`src/hdl/rie_pkg.sv`:
```
`timescale 1ns / 1ps

package rie_pkg;

	localparam int unsigned XLEN     = 32;
	localparam int unsigned REG_AW   = 5;
	localparam int unsigned REG_NUM  = 1 << REG_AW;

	// Primary opcodes.
	localparam logic [5:0] OP_RTYPE = 6'b000000;
	localparam logic [5:0] OP_ADDI  = 6'b001000;
	localparam logic [5:0] OP_ADDIU = 6'b001001;
	localparam logic [5:0] OP_SLTI  = 6'b001010;

	// Function codes of the register format.
	localparam logic [5:0] FN_MFHI = 6'b010000;
	localparam logic [5:0] FN_MFLO = 6'b010010;
	localparam logic [5:0] FN_MULT = 6'b011000;
	localparam logic [5:0] FN_DIV  = 6'b011010;
	localparam logic [5:0] FN_ADD  = 6'b100000;
	localparam logic [5:0] FN_ADDU = 6'b100001;
	localparam logic [5:0] FN_XOR  = 6'b100110;

	// Result status codes.
	localparam logic [1:0] ST_OK    = 2'd0;
	localparam logic [1:0] ST_UNSUP = 2'd1;
	localparam logic [1:0] ST_DIVZ  = 2'd2;

endpackage

```
`src/hdl/risc_integer_execute_subset.sv`:
```
`timescale 1ns / 1ps

// Channel   Handshake             Payload
// input     in_valid / in_ready   instruction_word
// output    out_valid / out_ready dest_index, dest_value, dest_written,
//                                 hi_value, lo_value, status
//
// add, addu, xor, mfhi, mflo, addi, addiu, slti, divide by zero and unsupported
// words are latched in IDLE, executed in PREP and wait in DONE for the output
// register. mult and div run a radix-2 shift register, one bit per cycle, over
// all 32 bits in ITER, then pass FIX and DONE. A new request is taken in the
// cycle after a result enters the output register, even before it is taken.
// Reset clears the register file valid bits, hi, lo, state, out_valid and cnt_q.

module risc_integer_execute_subset
	import rie_pkg::*;
(
	input  logic                       clk,
	input  logic                       arst_n,
	input  logic                       in_valid,
	output logic                       in_ready,
	input  logic [31:0]                instruction_word,
	output logic                       out_valid,
	input  logic                       out_ready,
	output logic [4:0]                 dest_index,
	output logic signed [31:0]         dest_value,
	output logic                       dest_written,
	output logic signed [31:0]         hi_value,
	output logic signed [31:0]         lo_value,
	output logic [1:0]                 status
);

	typedef enum logic [2:0] {IDLE, PREP, ITER, FIX, DONE} state_t;

	state_t              state_q;
	logic [XLEN-1:0]     instr_q;
	logic [XLEN-1:0]     rda_q, rdb_q;
	logic [REG_NUM-1:0]  valid_q;
	logic [XLEN-1:0]     hi_q, lo_q;
	logic [XLEN-1:0]     rf_mem [REG_NUM];

	logic [2*XLEN-1:0]   acc_q;
	logic [XLEN-1:0]     opb_q;
	logic [4:0]          cnt_q;
	logic                is_div_q, neg_q_q, neg_r_q;

	logic [REG_AW-1:0]   res_idx_q;
	logic [XLEN-1:0]     res_val_q, res_hi_q, res_lo_q;
	logic                res_wr_q;
	logic [1:0]          res_status_q;

	logic [5:0]          opc, fn;
	logic [REG_AW-1:0]   rs, rt, rd;
	logic [XLEN-1:0]     simm, op_a, op_b, mag_a, mag_b;
	logic                dec_wr, dec_mul, dec_div;
	logic [REG_AW-1:0]   dec_idx;
	logic [XLEN-1:0]     dec_val;
	logic [1:0]          dec_status;
	logic [XLEN:0]       mul_sum;
	logic [XLEN+1:0]     div_diff;
	logic [2*XLEN-1:0]   mul_next, div_next, prod_neg;
	logic [XLEN-1:0]     quo_fix, rem_fix;
	logic                commit;

	assign in_ready = (state_q == IDLE);
	assign commit   = (state_q == DONE) && (!out_valid || out_ready);

	assign opc  = instr_q[31:26];
	assign rs   = instr_q[25:21];
	assign rt   = instr_q[20:16];
	assign rd   = instr_q[15:11];
	assign fn   = instr_q[5:0];
	assign simm = {{(XLEN-16){instr_q[15]}}, instr_q[15:0]};

	// Entries never written, register 0 among them, read as zero.
	assign op_a  = valid_q[rs] ? rda_q : '0;
	assign op_b  = valid_q[rt] ? rdb_q : '0;
	assign mag_a = op_a[XLEN-1] ? (~op_a + 1'b1) : op_a;
	assign mag_b = op_b[XLEN-1] ? (~op_b + 1'b1) : op_b;

	always_comb begin
		dec_wr     = 1'b0;
		dec_mul    = 1'b0;
		dec_div    = 1'b0;
		dec_idx    = rd;
		dec_val    = '0;
		dec_status = ST_OK;
		unique case (opc) inside
			OP_RTYPE: begin
				unique case (fn) inside
					FN_ADD, FN_ADDU: begin
						dec_wr  = 1'b1;
						dec_val = op_a + op_b;
					end
					FN_XOR: begin
						dec_wr  = 1'b1;
						dec_val = op_a ^ op_b;
					end
					FN_MFHI: begin
						dec_wr  = 1'b1;
						dec_val = hi_q;
					end
					FN_MFLO: begin
						dec_wr  = 1'b1;
						dec_val = lo_q;
					end
					FN_MULT: dec_mul = 1'b1;
					FN_DIV: begin
						if (op_b == '0) begin
							dec_status = ST_DIVZ;
						end else begin
							dec_div = 1'b1;
						end
					end
					default: dec_status = ST_UNSUP;
				endcase
			end
			OP_ADDI, OP_ADDIU: begin
				dec_wr  = 1'b1;
				dec_idx = rt;
				dec_val = op_a + simm;
			end
			OP_SLTI: begin
				dec_wr  = 1'b1;
				dec_idx = rt;
				dec_val = {{(XLEN-1){1'b0}}, ($signed(op_a) < $signed(simm))};
			end
			default: dec_status = ST_UNSUP;
		endcase
	end

	// Multiply: the multiplier sits in the low half and shifts out one bit
	// per cycle while the partial sum shifts in from the top.
	assign mul_sum  = {1'b0, acc_q[2*XLEN-1:XLEN]} + (acc_q[0] ? {1'b0, opb_q} : '0);
	assign mul_next = {mul_sum, acc_q[XLEN-1:1]};

	// Divide: restoring, with the remainder in the high half and the
	// quotient bits filling the low half.
	assign div_diff = {1'b0, acc_q[2*XLEN-1:XLEN-1]} - {2'b00, opb_q};
	assign div_next = div_diff[XLEN+1] ? {acc_q[2*XLEN-2:0], 1'b0}
	                                   : {div_diff[XLEN-1:0], acc_q[XLEN-2:0], 1'b1};

	assign prod_neg = neg_q_q ? (~acc_q + 1'b1) : acc_q;
	assign quo_fix  = neg_q_q ? (~acc_q[XLEN-1:0] + 1'b1) : acc_q[XLEN-1:0];
	assign rem_fix  = neg_r_q ? (~acc_q[2*XLEN-1:XLEN] + 1'b1) : acc_q[2*XLEN-1:XLEN];

	always_ff @(posedge clk) begin
		if (in_valid && in_ready) begin
			rda_q <= rf_mem[instruction_word[25:21]];
			rdb_q <= rf_mem[instruction_word[20:16]];
		end
		if (commit && res_wr_q) begin
			rf_mem[res_idx_q] <= res_val_q;
		end
	end

	always_ff @(posedge clk or negedge arst_n) begin
		if (!arst_n) begin
			state_q   <= IDLE;
			out_valid <= 1'b0;
			valid_q   <= '0;
			hi_q      <= '0;
			lo_q      <= '0;
			cnt_q     <= '0;
		end else begin
			if (out_valid && out_ready && !commit) begin
				out_valid <= 1'b0;
			end
			unique case (state_q)
				IDLE: begin
					if (in_valid) begin
						instr_q <= instruction_word;
						state_q <= PREP;
					end
				end
				PREP: begin
					is_div_q <= dec_div;
					cnt_q    <= 5'd31;
					if (dec_mul) begin
						acc_q   <= {{XLEN{1'b0}}, mag_b};
						opb_q   <= mag_a;
						neg_q_q <= op_a[XLEN-1] ^ op_b[XLEN-1];
						state_q <= ITER;
					end else if (dec_div) begin
						acc_q   <= {{XLEN{1'b0}}, mag_a};
						opb_q   <= mag_b;
						neg_q_q <= op_a[XLEN-1] ^ op_b[XLEN-1];
						neg_r_q <= op_a[XLEN-1];
						state_q <= ITER;
					end else begin
						// A write to register 0 is reported as no write.
						if (dec_wr && (dec_idx != '0)) begin
							res_wr_q  <= 1'b1;
							res_idx_q <= dec_idx;
							res_val_q <= dec_val;
						end else begin
							res_wr_q  <= 1'b0;
							res_idx_q <= '0;
							res_val_q <= '0;
						end
						res_hi_q     <= hi_q;
						res_lo_q     <= lo_q;
						res_status_q <= dec_status;
						state_q      <= DONE;
					end
				end
				ITER: begin
					acc_q <= is_div_q ? div_next : mul_next;
					cnt_q <= cnt_q - 1'b1;
					if (cnt_q == '0) begin
						state_q <= FIX;
					end
				end
				FIX: begin
					res_wr_q     <= 1'b0;
					res_idx_q    <= '0;
					res_val_q    <= '0;
					res_status_q <= ST_OK;
					if (is_div_q) begin
						res_hi_q <= rem_fix;
						res_lo_q <= quo_fix;
					end else begin
						res_hi_q <= prod_neg[2*XLEN-1:XLEN];
						res_lo_q <= prod_neg[XLEN-1:0];
					end
					state_q <= DONE;
				end
				DONE: begin
					if (commit) begin
						out_valid    <= 1'b1;
						dest_index   <= res_idx_q;
						dest_value   <= res_val_q;
						dest_written <= res_wr_q;
						hi_value     <= res_hi_q;
						lo_value     <= res_lo_q;
						status       <= res_status_q;
						hi_q         <= res_hi_q;
						lo_q         <= res_lo_q;
						if (res_wr_q) begin
							valid_q[res_idx_q] <= 1'b1;
						end
						state_q <= IDLE;
					end
				end
				default: state_q <= IDLE;
			endcase
		end
	end

endmodule

```
`config.mk`:
```
export PLATFORM = sky130hd
export DESIGN_NAME = risc_integer_execute_subset
export DESIGN_NICKNAME = d
export VERILOG_FILES = /design/src/hdl/rie_pkg.sv /design/src/hdl/risc_integer_execute_subset.sv
export SDC_FILE = /design/constraint.sdc
export NUM_CORES = 2
export LEC_CHECK = 0
export BUFFER_PORTS_ARGS = -buffer_cell sky130_fd_sc_hd__buf_2
export CAP_MARGIN = 20
export CELL_PAD_IN_SITES_DETAIL_PLACEMENT = 0
export CELL_PAD_IN_SITES_GLOBAL_PLACEMENT = 1
export CORE_ASPECT_RATIO = 0.7
export CORE_MARGIN = 4
export CORE_UTILIZATION = 46
export DETAILED_ROUTE_END_ITERATION = 10
export GPL_TIMING_DRIVEN = 0
export PLACE_DENSITY_LB_ADDON = 0.1
export SYNTH_ARGS = -nofsm -noshare
export SYNTH_HDL_FRONTEND = slang
export SYNTH_SLANG_ARGS = --single-unit
```
`constraint.sdc`:
```
create_clock -name clk -period 24.2 [get_ports clk]
set_input_delay 1.21 -clock clk [delete_from_list [all_inputs] [get_ports clk]]
set_output_delay 1.21 -clock clk [all_outputs]
set_load 0.005 [all_outputs]
```
Word level (Yosys, flattened, before mapping)
Memory sizes are Yosys's and may differ from the RTL's. A register that Yosys moved wholly into a read port is not among the register bits.
Index checks and enable logic that the tools add are counted.
{ "word_totals": {"ramBits": 1024, "elab_cells": 173, "ff_bits": 444, "out_inout_bits": 106, "n_memories": 1, "mem_bits_ro": 0, "latchBits": 0, "input_bits": 36} }
{ "classes": {"muxes": 71, "n_eq_ne": 20, "magnitude_cmp": 5, "n_reduce_logical": 33, "n_div": 0, "bitwise_logic": 9, "n_shift": 0, "mul": 0, "add_sub_neg": 10} }
{ "mem_list": {"columns": ["memory", "words", "word_bits", "rd", "rd_ports_with_merged_regs", "wr", "line", "source"], "rows": [
  ["rf_mem", 32, 32, 2, 2, 1, "risc_integer_execute_subset.sv:40", "logic [XLEN-1:0] rf_mem [REG_NUM];"]
]} }
{ "op_table": {"columns": ["cell", "count"], "rows": [
  ["32-bit two-way mux", 18],
  ["64-bit two-way mux", 5],
  ["32-bit one-hot mux with 2 select lines", 3],
  ["32-bit by 1-bit adder with 32-bit output (second input constant)", 4],
  ["32-bit NOT", 4],
  ["32-bit one-hot mux with 4 select lines", 1],
  ["64-bit one-hot mux with 2 select lines", 1],
  ["32-bit one-hot mux with 3 select lines", 1],
  ["32-bit adder", 2],
  ["64-bit by 1-bit adder with 64-bit output (second input constant)", 1],
  ["64-bit NOT", 1],
  ["33-bit by 32-bit subtractor with 34-bit output", 1],
  ["32-bit by 32-bit adder with 33-bit output", 1],
  ["32-bit zero test", 1],
  ["32-bit by 16-bit less-than comparator with 1-bit output", 1],
  ["32-bit OR", 1],
  ["32-bit bitwise XOR", 1],
  ["6-bit by 5-bit equality test with 1-bit output (second input constant)", 4],
  ["5-bit two-way mux", 4],
  ["5-bit one-hot mux with 2 select lines", 2],
  ["1-bit two-way mux", 19],
  ["6-bit by 4-bit equality test with 1-bit output (second input constant)", 3],
  ["6-bit equality test (second input constant)", 3],
  ["5-bit by 6-bit less-than comparator with 1-bit output (second input constant)", 3],
  ["other kinds (31)", 63]
]} }

Logic depth before layout (Yosys ltp)
{ "depth": {"ltp_word": 10, "mapped_depth": 27} }

Least setup slack after synthesis
No wires, ideal clock.
{ "synth_path": {"kind": "register to register", "start": "register instr_q[17]", "end": "register res_hi_q[0] (enable)", "required_time_ns": 23.632, "slack_ns": 16.183, "stages_incl_launch_ff": 20, "t_arrival_ns": 7.449, "n_path_buf": 6, "period_less_slack_ns": 8.017, "path_cell_list": "edfxtp_1 > buf_6 > buf_12 > mux2i_1 > a22oi_1 > nand3_1 > nand4_1 > buf_2 > clkbuf_1 > clkbuf_1 > clkbuf_1 > nand2_1 > ha_1 > o21ai_0 > o21bai_1 > a21oi_1 > nand2_1 > nand2_1 > o21ai_0 > nor2_1"} }
{ "synth_between": {"elab_chain_len": 9} }
{ "synth_lines": {"columns": ["item", "line", "source"], "rows": [
  ["from (decl)", "risc_integer_execute_subset.sv:36", "logic [XLEN-1:0] instr_q;"],
  ["from (signal assigned)", "risc_integer_execute_subset.sv:172", "instr_q <= instruction_word;"],
  ["1-bit binary-select mux with 5-bit select", "risc_integer_execute_subset.sv:77", "assign op_b = valid_q[rt] ? rdb_q : '0;"],
  ["1-bit two-way mux (implied by the code)", "risc_integer_execute_subset.sv:77", null],
  ["32-bit two-way mux", "risc_integer_execute_subset.sv:77", null],
  ["32-bit zero test", "risc_integer_execute_subset.sv:109", "if (op_b == '0) begin"],
  ["1-bit two-way mux", "risc_integer_execute_subset.sv:109", null],
  ["1-bit two-way mux", "risc_integer_execute_subset.sv:90", "unique case (fn) inside"],
  ["1-bit two-way mux", "risc_integer_execute_subset.sv:88", "unique case (opc) inside"],
  ["2-bit != test (no line)", null, null],
  ["4-bit AND reduction (no line)", null, null],
  ["to (signal assigned)", "risc_integer_execute_subset.sv:201", "res_hi_q <= hi_q;"],
  ["to (signal assigned)", "risc_integer_execute_subset.sv:220", "res_hi_q <= rem_fix;"],
  ["to (signal assigned)", "risc_integer_execute_subset.sv:223", "res_hi_q <= prod_neg[2*XLEN-1:XLEN];"],
  ["to (decl)", "risc_integer_execute_subset.sv:48", "logic [XLEN-1:0] res_val_q, res_hi_q, res_lo_q;"]
]} }
No other way between the ends. The select of a mux whose other input is x is not followed.
A chain may end at the register's enable or synchronous reset.

Worst setup path after layout
{ "layout_path": {"start": "register instr_q[22]", "end": "register res_val_q[24], data pin"} }
{ "layout_between": {"elab_chain_len": 10} }
{ "layout_lines": {"columns": ["item", "line", "source"], "rows": [
  ["1-bit binary-select mux with 5-bit select (*)", "risc_integer_execute_subset.sv:76", "assign op_a = valid_q[rs] ? rda_q : '0;"],
  ["1-bit two-way mux (implied by the code) (*)", "risc_integer_execute_subset.sv:76", null],
  ["32-bit two-way mux (*)", "risc_integer_execute_subset.sv:76", null],
  ["32-bit adder or 32-bit bitwise XOR (tied branches)", "risc_integer_execute_subset.sv:93, risc_integer_execute_subset.sv:97", null],
  ["32-bit one-hot mux with 4 select lines", "risc_integer_execute_subset.sv:90", null],
  ["32-bit one-hot mux with 3 select lines (*)", "risc_integer_execute_subset.sv:88", null],
  ["32-bit two-way mux (*)", "risc_integer_execute_subset.sv:192", "if (dec_wr && (dec_idx != '0)) begin"],
  ["32-bit two-way mux (*)", "risc_integer_execute_subset.sv:184", "end else if (dec_div) begin"],
  ["32-bit two-way mux (*)", "risc_integer_execute_subset.sv:179", "if (dec_mul) begin"],
  ["32-bit one-hot mux with 2 select lines (*)", "risc_integer_execute_subset.sv:169", "unique case (state_q)"],
  ["to (signal assigned)", "risc_integer_execute_subset.sv:195", "res_val_q <= dec_val;"],
  ["to (decl)", "risc_integer_execute_subset.sv:48", null]
]} }
Every way passes the cells marked *; elsewhere a longest branch is shown, timed or not. The select of a mux whose other input is x is not followed.

==> impl_metrics.yaml <==
critical_path:
  crit_buf_inv: 6
  crit_arrival_ns: 9.27
  cp.required_ns: 24.67
  critical_path_class: "reg -> reg"
  r2r_cells: 27
  startpoint: "instr_q[22]"
  cp_max_fo: 10
  crit_path_start_kind: "flop"
  reg2reg_from: "instr_q[22]"
  endpoint_kind: "flop"
  max_stage_delay_ns: 0.70
  slowest_stage: "o22ai_1"
  r2r_slack_ns: 15.40
  reg2reg_to: "res_val_q[24]"
  crit_family: "compound AO/OA/AOI/OAI gates"
global_route:
  grt_first_pass_wirelength_mm: 394
  grt_max_degree: 88
  gr-usage-met1_pct: 52.2
  top_usage_layer: "met1"
  gr-usage-met3_pct: 12.2
  use_met2_pct: 38.9
  grt_usage_pct: 31.9
  grt_pass1_vias: 49700
  overflow: 0
  antenna_found_initial: 15
finish:
  fin_nets: 5851
  top_regs: "rf_mem (1024), acc_q (64)"
  ff_latch_area_um2: 45500
  largest_reg_flops: 1024
  mostFrequentLayoutCell: "edfxtp_1"
  final.fill_count: 13900
  layout-drive-gt1-share_pct: 23.0
  area_growth_pct: 14.6
  final_util_pct: 53.2
  multi_input_area_um2: 31500
  final_cells: 8022
  regMostFlops: "rf_mem"
  final_cell_mix: "1,427 x edfxtp_1, 640 x mux4_2, 481 x nand2_1, 281 x clkbuf_1, 275 x nor2_1"
floorplanning:
  fp.dieH_um: 353
  placeableCoreArea_um2: 169000
  dieArea_um2: 177000
  start_util_pct: 46.4
  die_x_um: 502
  io_pins: 142
  rows: 126
detailed_routing:
  dr.pass1.iters: 6
  dr.first_iter.drc_count: 8985
  wl_per_cell_um: 35.5
  drt-vias-per-instance: 6.64
  drtAntennaViolNets: 0
  drc: 0
  wirelength_mm: 285
  via_count: 53300
power:
  vdd_drop_max_v: 0.0000757
  leakage_uw: 0.0305
  p_per_area_nw_per_um2: 73.8
clock_tree:
  post_cts_resized: 0
  cts_root_buf: "clkbuf_16"
  clock-sinks: 1532
  cts_tree: "yes"
  htree_levels: 4
  cts_hold_repair.buffers: 0
  clockBufferDepth: 3
  clk_latency_ns: 0.82
  cts.clk_slew.worst_paths_ns: 0.07
  cts_buffers: 152
  cts_setup_buffers: 0
yosys:
  async_flop_share_pct: 6.85
  ys_types: 99
  netlist_area_um2: 78400
  yosysWarnings: 0
  synthesis.nets: 5410
  yosysSeqAreaShare_pct: 58.0
  syn_avg_cell_area_um2: 15.1
  ys.flop_type: "edfxtp_1"
  synthCells: 5211
  ys_seq_elements: 1532
  synth_edf_count: 1427
job:
  maxCapViolCount: 0
placement:
  io_buffers: 141
  hpwl_mm: 213
  finalWeightedCongestion: 0.967
  dp_cells: 7711
  preCtsSetupSlack_ns: 15.97
timing:
  hold_viol: 0
  min_period_ns: 8.80
  post-route-period-util_pct: 36.4
  relSlewSlack_pct: 12.5
  setup_violations: 0
  final.setup.worst_slack_ns: 15.40
  tns_ns: 0
  clock_skew_ns: 0.0350
  rsz0062_at_grt: "false"
  hold_slack_ns: 0.268
  drv_slew: 0
  fmax_mhz: 114
  worst_pin_slew_ns: 1.30
hold_path:
  min_path_type: "in -> async"
outcome:
  status: "finished, final reports clean"
## synthesized netlist by cell type, types with 104 or more instances
cell type	number	share of area, %
nor2_1	310	1.5
mux2i_1	104	1.3
clkbuf_1	244	1.2
edfxtp_1	1427	55
xnor2_1	106	1.2
mux4_2	640	18
ha_1	159	2.5
inv_1	126	0.60
nand2_1	481	2.3
o21ai_0	240	1.5
a21oi_1	187	1.2
dfrtp_1	105	3.4
## layer usage
| layer | wire length (um) | part of all wire, % |
|---|---|---|
| met1 | 129000 | 45 |
| met2 | 107000 | 37 |
| met3 | 43400 | 15 |
| met4 | 6600 | 2.3 |
| met5 | 13 | 0.0046 |
## worst max path at each step
stage                               end  slack (ns)  cells after the start
final                     res_val_q[24]       15.40                     27
after global routing      res_val_q[29]       15.20                     26
after CTS                 res_val_q[24]       15.90                     27
after detailed placement  res_val_q[24]       15.97                     27
after global placement    res_val_q[31]        9.48                     19
after floorplan             res_hi_q[0]       16.18                     19
## power by group
| part | leakage (uW) | total, uW | switching (uW) | internal (uW) |
|---|---|---|---|---|
| clock | 0.00235 | 2370 | 1070 | 1300 |
| sequential | 0.0142 | 3220 | 146 | 3070 |
| combinational | 0.0139 | 1040 | 666 | 379 |
| total | 0.0305 | 6630 | 1890 | 4750 |
## worst register-to-register path, delay by kind of cell (launching register included)
family	cells	cell delay (ns)
AOI/OAI and AO/OA	13	3.69
buffers and inverters	6	2.00
and+or+nand+nor	4	1.40
adders and majority gates	2	0.68
DFF	1	0.39
xor gates and xnor gates	1	0.15
muxes	1	0.12
## metrics by stage
stage,cell area [um^2],total power [uW]
3_3_place_gp,81900,4240
4_1_cts,89400,6620
5_1_grt,89900,6850
6_report,89900,6630
3_5_place_dp,84500,4270
2_1_floorplan,78400,3810
## area by class of cell
| cell class | count | share of cell area [%] |
|---|---|---|
| multi-input cells | 3241 | 35.1 |
| diodes | 6 | 0.0167 |
| clock inverters | 82 | 0.859 |
| flip-flops and latches | 1532 | 50.6 |
| plain buffers | 311 | 1.36 |
| inverters | 127 | 0.530 |
| clock buffers | 196 | 4.53 |
| repair buffers | 287 | 3.90 |
| well taps | 2240 | 3.12 |
## logic make-up after synthesis
| family | after synthesis | synth area share (%) |
|---|---|---|
| xor gates and xnor gates | 207 | 2.31 |
| buffers and inverters | 438 | 2.16 |
| and+or+nand+nor | 1198 | 7.01 |
| adders and majority gates | 166 | 2.68 |
| muxes | 819 | 20.8 |
| AOI/OAI and AO/OA | 851 | 7.07 |
| DFF | 1532 | 58.0 |
Note: power is estimated with default switching activity, not from simulation.
